--- config.mk ---
export PLATFORM = sky130hd
export DESIGN_NAME = cqb_step
export DESIGN_NICKNAME = d
export VERILOG_FILES = /design/src/rtl/cqb_pkg.sv /design/src/rtl/cqb_step.sv
export SDC_FILE = /design/constraint.sdc
export NUM_CORES = 1
export LEC_CHECK = 0
export BUFFER_PORTS_ARGS = -buffer_cell sky130_fd_sc_hd__buf_2
export CAP_MARGIN = 15
export CORE_AREA = 2 2 39 41
export DETAILED_ROUTE_END_ITERATION = 7
export DIE_AREA = 0 0 41 43
export PLACE_DENSITY_LB_ADDON = 0.12
export SETUP_SLACK_MARGIN = 0.4
export SLEW_MARGIN = 20
export SYNTH_ARGS = -nofsm -noshare
export SYNTH_HDL_FRONTEND = slang
export SYNTH_SLANG_ARGS = --single-unit
--- constraint.sdc ---
create_clock -name vclk -period 1.75
set_clock_uncertainty 0.05 [all_clocks]
set_input_delay 0.4375 -clock vclk [all_inputs]
set_output_delay 0.4375 -clock vclk [all_outputs]
set_load 0.03 [all_outputs]
--- src/rtl/cqb_pkg.sv ---
// ----------------------------------------------------------------------------
// cqb_pkg
// shared types and constants of the circular queue buffer
// ----------------------------------------------------------------------------
package cqb_pkg;

  localparam int DEPTH_DEF = 64;
  localparam int CAP_W     = 7;
  localparam int VAL_W     = 32;
  localparam int CAP_RESET = 64;

  typedef enum logic [1:0] {
    OP_INSERT  = 2'd0,
    OP_DELETE  = 2'd1,
    OP_DISPLAY = 2'd2,
    OP_NONE    = 2'd3
  } op_e;

  typedef enum logic [1:0] {
    ST_OK       = 2'd0,
    ST_OVERFLOW = 2'd1,
    ST_EMPTY    = 2'd2
  } status_e;

  typedef enum logic [1:0] {
    S_IDLE,
    S_EXEC,
    S_READ,
    S_OUT
  } state_e;

endpackage

--- src/rtl/cqb_step.sv ---
// ----------------------------------------------------------------------------
// cqb_step
// shared slot advance: increment with wrap at the capacity in use
// ----------------------------------------------------------------------------
module cqb_step
  import cqb_pkg::*;
#(
  parameter int DEPTH = DEPTH_DEF
) (
  input  logic [$clog2(DEPTH)-1:0] idx_i,
  input  logic [$clog2(DEPTH)-1:0] cap_m1_i,
  output logic [$clog2(DEPTH)-1:0] nxt_o
);

  localparam int IW = $clog2(DEPTH);

  assign nxt_o = (idx_i >= cap_m1_i) ? '0 : idx_i + IW'(1);

endmodule

### Yosys cells after proc, flatten, opt, wreduce, memory -nomap -nowiden

Cells that the tools add are included.

* output and inout port bits: 6
* logic and storage cells: 3
* input port bits: 12
* flip-flop bits (word level): 0

* $add $sub $neg: 1
* mux-type cells: 1
* order comparisons: 1

Operators with widths (count)
* $add 6x1->6 const B: 1
* $ge 6x6->1: 1
* $mux 6: 1

### Logic depth before layout (Yosys ltp)

* depth after elaboration: 2
* depth in mapped cells: 5

### Worst setup path before layout

Ideal clock, no wire load.

* kind: in2out
* from: input idx_i[0]
* to: output nxt_o[0]
* data required time: 1262 ps
* slack: -589 ps
* cell stages on the path: 5
* arrival: 1851 ps
* cells stage by stage: inv_1 > ha_1 > nand2b_1 > a21o_1 > a211oi_1

* cells in the longest elaborated chain, start to end: 2

Ends and longest elaborated chain
* from (decl): line cqb_step.sv:10 `input logic [$clog2(DEPTH)-1:0] idx_i,`
* $add 6x1->6 / $ge 6x6->1 (equally long branches): line cqb_step.sv:17 `assign nxt_o = (idx_i >= cap_m1_i) ? '0 : idx_i + IW'(1);`
* $mux 6 *: line cqb_step.sv:17
* to (decl): line cqb_step.sv:12 `output logic [$clog2(DEPTH)-1:0] nxt_o`

Every way passes the cells marked *; elsewhere a longest branch is shown, timed or not.

### Worst setup path after layout

* from: input cap_m1_i[0]
* to: output nxt_o[5]

* cells in the longest elaborated chain, start to end: 2

Ends and longest elaborated chain
* from (decl): line cqb_step.sv:11 `input logic [$clog2(DEPTH)-1:0] cap_m1_i,`
* $ge 6x6->1: line cqb_step.sv:17
* $mux 6: line cqb_step.sv:17

Every way passes these cells.

==> run summary <==
Type of the most critical hold path - in -> out
Initial antenna violation count - 0
WP data arrival - 1.59 ns
WP data required - 1.26 ns
Sw Ratio - 49.38%
Remaining DRCs - 0
Final nets - 84
Routed vias - 351
Syn avg cell area - 7.101 um^2
Library cells used by synthesis - 15
Outcome - finished, violations left
Post-DP HPWL - 694.8 um
Final Setup Violations - 6
Number of global-route vias before repair - 319
Layout cells sized above 1 - 76.19%
Share of the synthesized area in the top cell type - 33.33%
Final Util - 52.98%
Hold Path Origin - idx_i[0]
Max cap viols - 0
Violations in the final reports - negative setup slack
# rows - 14
Hold EP - nxt_o[0]
Routed Antenna Nets - 0
Crit Path Max Fanout - 6
Post-synth top area cell - ha_1
Synth Warn # - 0
Starting Density - 18.99%
Gr usage total - 9.710%
Vias per cell - 4.443
Routed len/inst - 9.595 um
Synth Cell Area - 262.8 um^2
Die Ht - 43 um
Seq pwr share - 0%
Slew headroom - 78.48%
Worst slew pin tran - 0.3194 ns
Synth top cells by count - ha_1 (7), inv_1 (7), a211oi_1 (5)
Clock Power Share - 0%
Worst Hold Path Cells - 4
CORE AREA - 1384 um^2
I/O Pins - 18
Gpl congestion - 0.6533
Drt pass-1 iters - 2
Largest net degree at the start of global routing - 7
Post-place setup slack - -0.4370 ns
Pleak - 0.2983 nW
Ranking of synthesized cells by area - ha_1 (33%), a211oi_1 (14%), inv_1 (10%)
Tot Pwr - 275.0 uW
Min setup slack post-route - -0.3235 ns
DR iter-0 viols - 1
Internal power - 139.2 uW
Critical path class - in -> out
NetSw - 135.8 uW
Critical Path Source Type - input port
FF/Latch Area - 0 um^2
Clock buffer count - 0
P&R area growth vs syn - 179.0%
Number of diodes - 0
Final hold slack - 1.203 ns
Final WL - 758 um
Die Footprint - 1763 um^2
Chip Width - 41 um
RSZ-0062 raised after global routing - yes
Sequential area share after synthesis - 0%
# port buffers - 18
Worst Setup End Kind - output port
Grt ovf - 0
Pins over their slew limit - 0
Tcrit/Tclk final - 118.5%
Cells after Synth - 37
Peak supply drop - 0.0001550 V
Max Clock Freq - 482.3 MHz
Syn_nets - 56
Final hold vios - 0
Flip-flop and latch count - 0
First-pass GRT wire length - 1255 um
Fin crit period - 2.074 ns
PD cells - 375.1 nW/um^2
# hold bufs at CTS - 0
Gate power share - 100.0%
[cell families after synthesis]
logic type	synth area share, %
AOI/OAI and AO/OA	30.47
xor gates and xnor gates	10.00
adders and majority gates	33.33
buffers and inverters	10.00
and+or+nand+nor	16.19
[through the flow]
step	instance area, um^2	setup TNS, ns	std cells
floorplan	410.4	-1.015	37
global placement	585.6	-2.123	78
detailed placement	585.6	-2.180	78
CTS	725.7	-1.760	79
global route	733.2	-1.782	79
finish	733.2	-1.599	79
[critical path, stage by stage]
cell      delay [ns]
buf_6           0.10
ha_4            0.22
nand2b_4        0.13
a21o_4          0.26
a221oi_4        0.28
buf_6           0.16
[routing by layer]
metal,share of wire (%),up-vias,global-route usage [%]
met3,7.1,0,0
met4,0,0,0
li1,-,180,-
met2,56,12,19.06
met1,36,159,11.46
met5,0,-,0
[power by group through the flow]
stage	combinational [mW]	sequential (mW)	clock [mW]
2_1_floorplan	0.149	0	0
3_3_place_gp	0.212	0	0
3_5_place_dp	0.214	0	0
4_1_cts	0.275	0	0
5_1_grt	0.294	0	0
6_report	0.275	0	0
[placed cells by master (no fill, tap or decap), types with 2 or more instances in the layout]
| cell type | n |
|---|---|
| buf_6 | 10 |
| buf_2 | 7 |
| buf_4 | 6 |
| a211oi_4 | 5 |
| inv_1 | 4 |
| ha_4 | 4 |
| nand3_1 | 3 |
| inv_4 | 2 |
| a21oi_4 | 2 |
| xor2_1 | 2 |
| ha_1 | 2 |
| buf_12 | 2 |
[worst max-delay path by stage]
stage / cells past startpoint / slack (ns) / startpoint / to
finish: 6 / -0.32 / cap_m1_i[0] / nxt_o[5]
global route: 7 / -0.36 / idx_i[0] / nxt_o[5]
CTS: 7 / -0.35 / idx_i[0] / nxt_o[5]
detailed placement: 7 / -0.44 / idx_i[0] / nxt_o[5]
global placement: 7 / -0.43 / idx_i[0] / nxt_o[5]
floorplan: 4 / -0.22 / cap_m1_i[0] / nxt_o[5]
[what timing repair did]
item                                    4_1_cts  5_1_grt
buffers inserted                              1        0
pin swaps                                     9        4
endpoints found under the setup margin        6        6
endpoints found under the hold margin         0        0
gates resized for setup                      28        3
[final cells by class]
type                       count  area (um^2)
inverter                       7        36.28
fill                         125        650.6
tap                           16        20.02
multi-input combinational     30        429.2
timing repair buffer          26        247.7
(Power assumes the default switching activity.)
