### config.mk
export PLATFORM = sky130hd
export DESIGN_NAME = cqb_store
export DESIGN_NICKNAME = d
export VERILOG_FILES = /design/src/rtl/cqb_pkg.sv /design/src/rtl/cqb_store.sv
export SDC_FILE = /design/constraint.sdc
export NUM_CORES = 2
export LEC_CHECK = 0
export BUFFER_PORTS_ARGS = -buffer_cell sky130_fd_sc_hd__buf_4
export CAP_MARGIN = 15
export CORE_MARGIN = 5
export CORE_UTILIZATION = 43
export CTS_CLUSTER_SIZE = 16
export DETAILED_ROUTE_END_ITERATION = 8
export HOLD_SLACK_MARGIN = 0.03
export PLACE_DENSITY = 0.6
export SETUP_SLACK_MARGIN = 0.5
export SLEW_MARGIN = 0
export SYNTH_ARGS = -nofsm -noshare
export SYNTH_HDL_FRONTEND = slang
export SYNTH_SLANG_ARGS = --single-unit
### constraint.sdc
create_clock -name clk_i -period 3.5 [get_ports clk_i]
set_input_delay 0.35 -clock clk_i [delete_from_list [all_inputs] [get_ports clk_i]]
set_output_delay 0.35 -clock clk_i [all_outputs]
set_load 0.02 [all_outputs]
### src/rtl/cqb_pkg.sv
// ----------------------------------------------------------------------------
// cqb_pkg
// shared types and constants of the circular queue buffer
// ----------------------------------------------------------------------------
package cqb_pkg;

  localparam int DEPTH_DEF = 64;
  localparam int CAP_W     = 7;
  localparam int VAL_W     = 32;
  localparam int CAP_RESET = 64;

  typedef enum logic [1:0] {
    OP_INSERT  = 2'd0,
    OP_DELETE  = 2'd1,
    OP_DISPLAY = 2'd2,
    OP_NONE    = 2'd3
  } op_e;

  typedef enum logic [1:0] {
    ST_OK       = 2'd0,
    ST_OVERFLOW = 2'd1,
    ST_EMPTY    = 2'd2
  } status_e;

  typedef enum logic [1:0] {
    S_IDLE,
    S_EXEC,
    S_READ,
    S_OUT
  } state_e;

endpackage

### src/rtl/cqb_store.sv
// ----------------------------------------------------------------------------
// cqb_store
// slot memory, one write port and one registered read port
// ----------------------------------------------------------------------------
module cqb_store
  import cqb_pkg::*;
#(
  parameter int DEPTH = DEPTH_DEF
) (
  input  logic                       clk_i,
  input  logic                       we_i,
  input  logic [$clog2(DEPTH)-1:0]   waddr_i,
  input  logic signed [VAL_W-1:0]    wdata_i,
  input  logic                       re_i,
  input  logic [$clog2(DEPTH)-1:0]   raddr_i,
  output logic signed [VAL_W-1:0]    rdata_o
);

  logic signed [VAL_W-1:0] mem_q [DEPTH];
  logic signed [VAL_W-1:0] rdata_q;

  always_ff @(posedge clk_i) begin
    if (we_i) begin
      mem_q[waddr_i] <= wdata_i;
    end
  end

  always_ff @(posedge clk_i) begin
    if (re_i) begin
      rdata_q <= mem_q[raddr_i];
    end
  end

  assign rdata_o = rdata_q;

endmodule

# Word-level counts from Yosys, hierarchy flattened
# Memory sizes are Yosys's and may differ from the RTL's. A register that Yosys moved wholly into a read port is not among the register bits.
# Cells that the tools add are included.
# totals
regBits,0
word_cells,3
inputBits,47
output_inout_bits,32
mem_count,1
ramBits,2048
# mem_list
name,words,word_bits,rd,rd_ports_with_merged_regs,wr,line_no,rtl
mem_q,64,32,1,1,1,cqb_store.sv:19,logic signed [VAL_W-1:0] mem_q [DEPTH];
# op_classes
muxes,2
# ops
cell,count
1-bit 2-to-1 mux,2

# Longest topological paths before layout
# logic_depth
word_depth,2
mapped_depth,10
ltp_nobuf,5

# Worst setup path after synthesis
# OpenSTA, ideal clock, no wires.
# synth_timing
kind,input to register
start,input port waddr_i[3]
end,"memory mem_q[48][0], enable pin"
cell_stages,4
slack_ns,-0.010
n_path_buf,1
t_required_ns,3.039
t_arrival_ns,3.049
setup_ns,0.461
cell_sequence,clkbuf_1 nor2b_1 nand4b_1 nor3_1
# synth_lines
element,line_no,rtl
"start, declared",cqb_store.sv:12,"input logic [$clog2(DEPTH)-1:0] waddr_i,"
"end, declared",cqb_store.sv:19,
# Straight into the memory's write port.

==> metrics.md <==
| Metric | Value |
|---|---|
| Vias | 37200 |
| Fin crit period | 2.47 ns |
| Synthesized area | 78800 um^2 |
| Syn Inst Count | 3324 |
| Number of flops mapped to enable cells by yosys | 2080 |
| Gr usage total | 0.216 |
| Number of global-route vias before repair | 37700 |
| Period utilisation layout | 0.707 |
| Top cells by area, synth | edfxtp_1, mux4_2, mux2i_1 |
| First-pass GRT wire length | 293000 um |
| Pwr dens | 567 nW/um^2 |
| DP Wirelength | 115000 um |
| Placer Congestion | 0.808 |
| DR pass1 iterations | 5 |
| Post-synthesis sequential area ratio | 0.792 |
| Skew-Pair Late Insertion Delay | 0.83 ns |
| Largest net degree at the start of global routing | 65 |
| Die Wd | 438 um |
| Clock network fraction of total power | 0.404 |
| Gr ovfl total | 0 |
| Starting Density | 0.432 |
| Die ar. | 192000 um^2 |
| Yosys top cell area share | 0.792 |
| Outcome | complete, no violations |
| Total internal power | 40.4 mW |
| Worst setup EP type | register |
| Critical Path RT | 4.05 ns |
| Total Wirelength | 207000 um |
| Die Height | 438 um |
| # port buffers | 78 |
| Post-CTS Hold Buffers | 0 |
| Arr. time, crit path | 3.02 ns |
| Delay of the slowest critical-path stage | 0.66 ns |
| Drt drc | 0 |
| Type of the worst min-delay path | primary input to register |
| CP Buf/Inv Count | 0 |
| FP Rows | 157 |
| Crit path max-delay family | multiplexers |
| Initial antenna violation count | 11 |
| Drt wl/cell | 33.4 um |
| DR WL met3 | 16100 um |
| Slew headroom | 0.174 |
| Final setup TNS | 0 ns |
| VDD IR max | 501 uV |
| Root buffer cell | clkbuf_16 |
| Reg clk slew, reported paths | 0.06 ns |
| RSZ-0062 raised after global routing | false |
| Switch Pwr | 10.9 mW |
| CTS sink count | 2080 |
| CTS tree | built |
| P&R area growth vs syn | 14.7% |
| Setup bufs post-CTS | 0 |
| Final Setup Violations | 0 |
| Slowest-stage cell, CP | o32ai_1 |
| Seq pwr share | 0.541 |
| Ports | 79 |
| Most common cell in the synthesized netlist | edfxtp_1 |
| Max Freq | 404 MHz |
| Worst path cell trace | mux4_2 > mux2i_1 > nor2_1 > o32ai_1 > nor3_1 |
| WL met2 | 99900 um |
| WL met1 | 83600 um |
| Post-DRT Antenna Nets | 0 |
| CTS Buf Count | 198 |
| Ys async rst share | 0 |
| Max FO, Critical Path | 1 |
| Least-Margin Pin Slew | 1.23 ns |
| Worst setup SP type | register |
| Top Metal Used | met5 |
| Distinct cells, synth | 33 |
| Avg Inst Size Synth | 23.7 um^2 |
| Total of max-cap violations | 0 |
| Fin nets | 3683 |
| Starting DRC count in detailed routing | 4086 |
| Largest area contributor in the netlist | edfxtp_1 |
| Worst Path Class, Setup | register to register |
| Slew Viols, Final | 0 |
| Core Box Area | 183000 um^2 |
| H-tree Lvls | 4 |
| Switching Fraction | 0.212 |
| Comb pwr share | 0.054 |
| Hold Violations, Final | 0 |
| Number of gates resized after cts | 0 |
| Synth top cells by count | edfxtp_1, mux4_2, nor2_1, mux2i_1, o22ai_1 |
| Main synth FF type | edfxtp_1 |
| Syn_nets | 3371 |
| LEAKAGE | 28.1 nW |
| Clk_skew | 0.0274 ns |
| Clock tree buffer depth | 3 |
| Share of cells above drive strength 1 | 0.310 |
| Synthesis-stage register bit count | 2080 |
| Ys Warns | 0 |
| Via-to-Cell Ratio | 6.01 |
| Fin Hold WS | 0.109 ns |
kinds of logic (layout without fill, tap and decap cells):
family          Yosys count  count (layout)  synth area share
simple gates            223             223            0.0126
buf+inv                 182             655            0.0112
mux                     637             637             0.167
compound gates          202             202            0.0167
flops                  2080            2080             0.792
other cells               0               7                 0
layer usage:
layer,up-vias,GRT usage
li1,14900,-
met5,-,0
met2,1554,0.346
met4,6,0.0740
met3,249,0.0411
met1,20400,0.302
path summary, 6_finish.rpt:
check                startpoint            to  slack (ns)  cells past startpoint
hold reg to reg    mem_q[12][4]    rdata_o[4]        0.91                      4
hold / removal       wdata_i[6]  mem_q[43][6]        0.11                      1
setup / recovery  mem_q[39][20]   rdata_o[20]        1.03                      5
setup reg to reg  mem_q[39][20]   rdata_o[20]        1.03                      5
cell usage in the layout, fill, tap and decap left out, types with 6 or more instances in the layout:
| master | count |
|---|---|
| edfxtp_1 | 2080 |
| mux4_2 | 544 |
| buf_4 | 247 |
| clkbuf_16 | 203 |
| mux2i_1 | 93 |
| o22ai_1 | 84 |
| nor2_1 | 75 |
| a21oi_1 | 62 |
| nor2_4 | 62 |
| clkbuf_1 | 49 |
| buf_12 | 43 |
| clkinv_1 | 42 |
| clkinv_2 | 39 |
| o221ai_1 | 27 |
| nand2_1 | 26 |
| nor2b_1 | 15 |
| bufinv_16 | 15 |
| a22oi_1 | 12 |
| a311oi_1 | 8 |
| diode_2 | 7 |
| nand2b_1 | 7 |
| inv_6 | 6 |
power by group through the flow:
| stage | clock network [mW] | logic, mW | registers [mW] |
|---|---|---|---|
| after global placement | 0 | 2.79 | 28.3 |
| after CTS | 21.1 | 2.81 | 27.8 |
| final | 20.7 | 2.78 | 27.7 |
| after floorplan | 0 | 1.34 | 28.2 |
| after detailed placement | 0 | 2.81 | 28.3 |
| after global routing | 22.2 | 2.93 | 27.7 |
state kept, by name, indices dropped and copies added (netlist names):
register and cells:
mem_q 2048, rdata_o 32
stage by stage:
stage                     instance area (um^2)  setup WS [ns]   util  power [mW]  instances
after floorplan                          78800          0.498      -        29.6       3324
after global placement                   84200          0.194  0.461        31.1       5821
after detailed placement                 84200          0.211  0.461        31.1       5821
after CTS                                90400           1.08  0.495        51.7       6182
after global routing                     90400           1.03  0.495        52.8       6184
final                                    90400           1.03  0.495        51.2       6189
final cells by class:
type	count	area (um^2)
Antenna cell	7	17.5
Fill cell	14400	92300
Multi-Input combinational cell	1062	16000
Sequential cell	2080	62500
Clock buffer	252	5260
Tap cell	2385	2980
Timing Repair Buffer	294	2770
Clock inverter	109	943
worst register-to-register path, stage by stage (launching register included):
cell	delay, ns
edfxtp_1	0.36
mux4_2	0.48
mux2i_1	0.42
nor2_1	0.19
o32ai_1	0.66
nor3_1	0.09
Power figures use the tool's default switching activity.
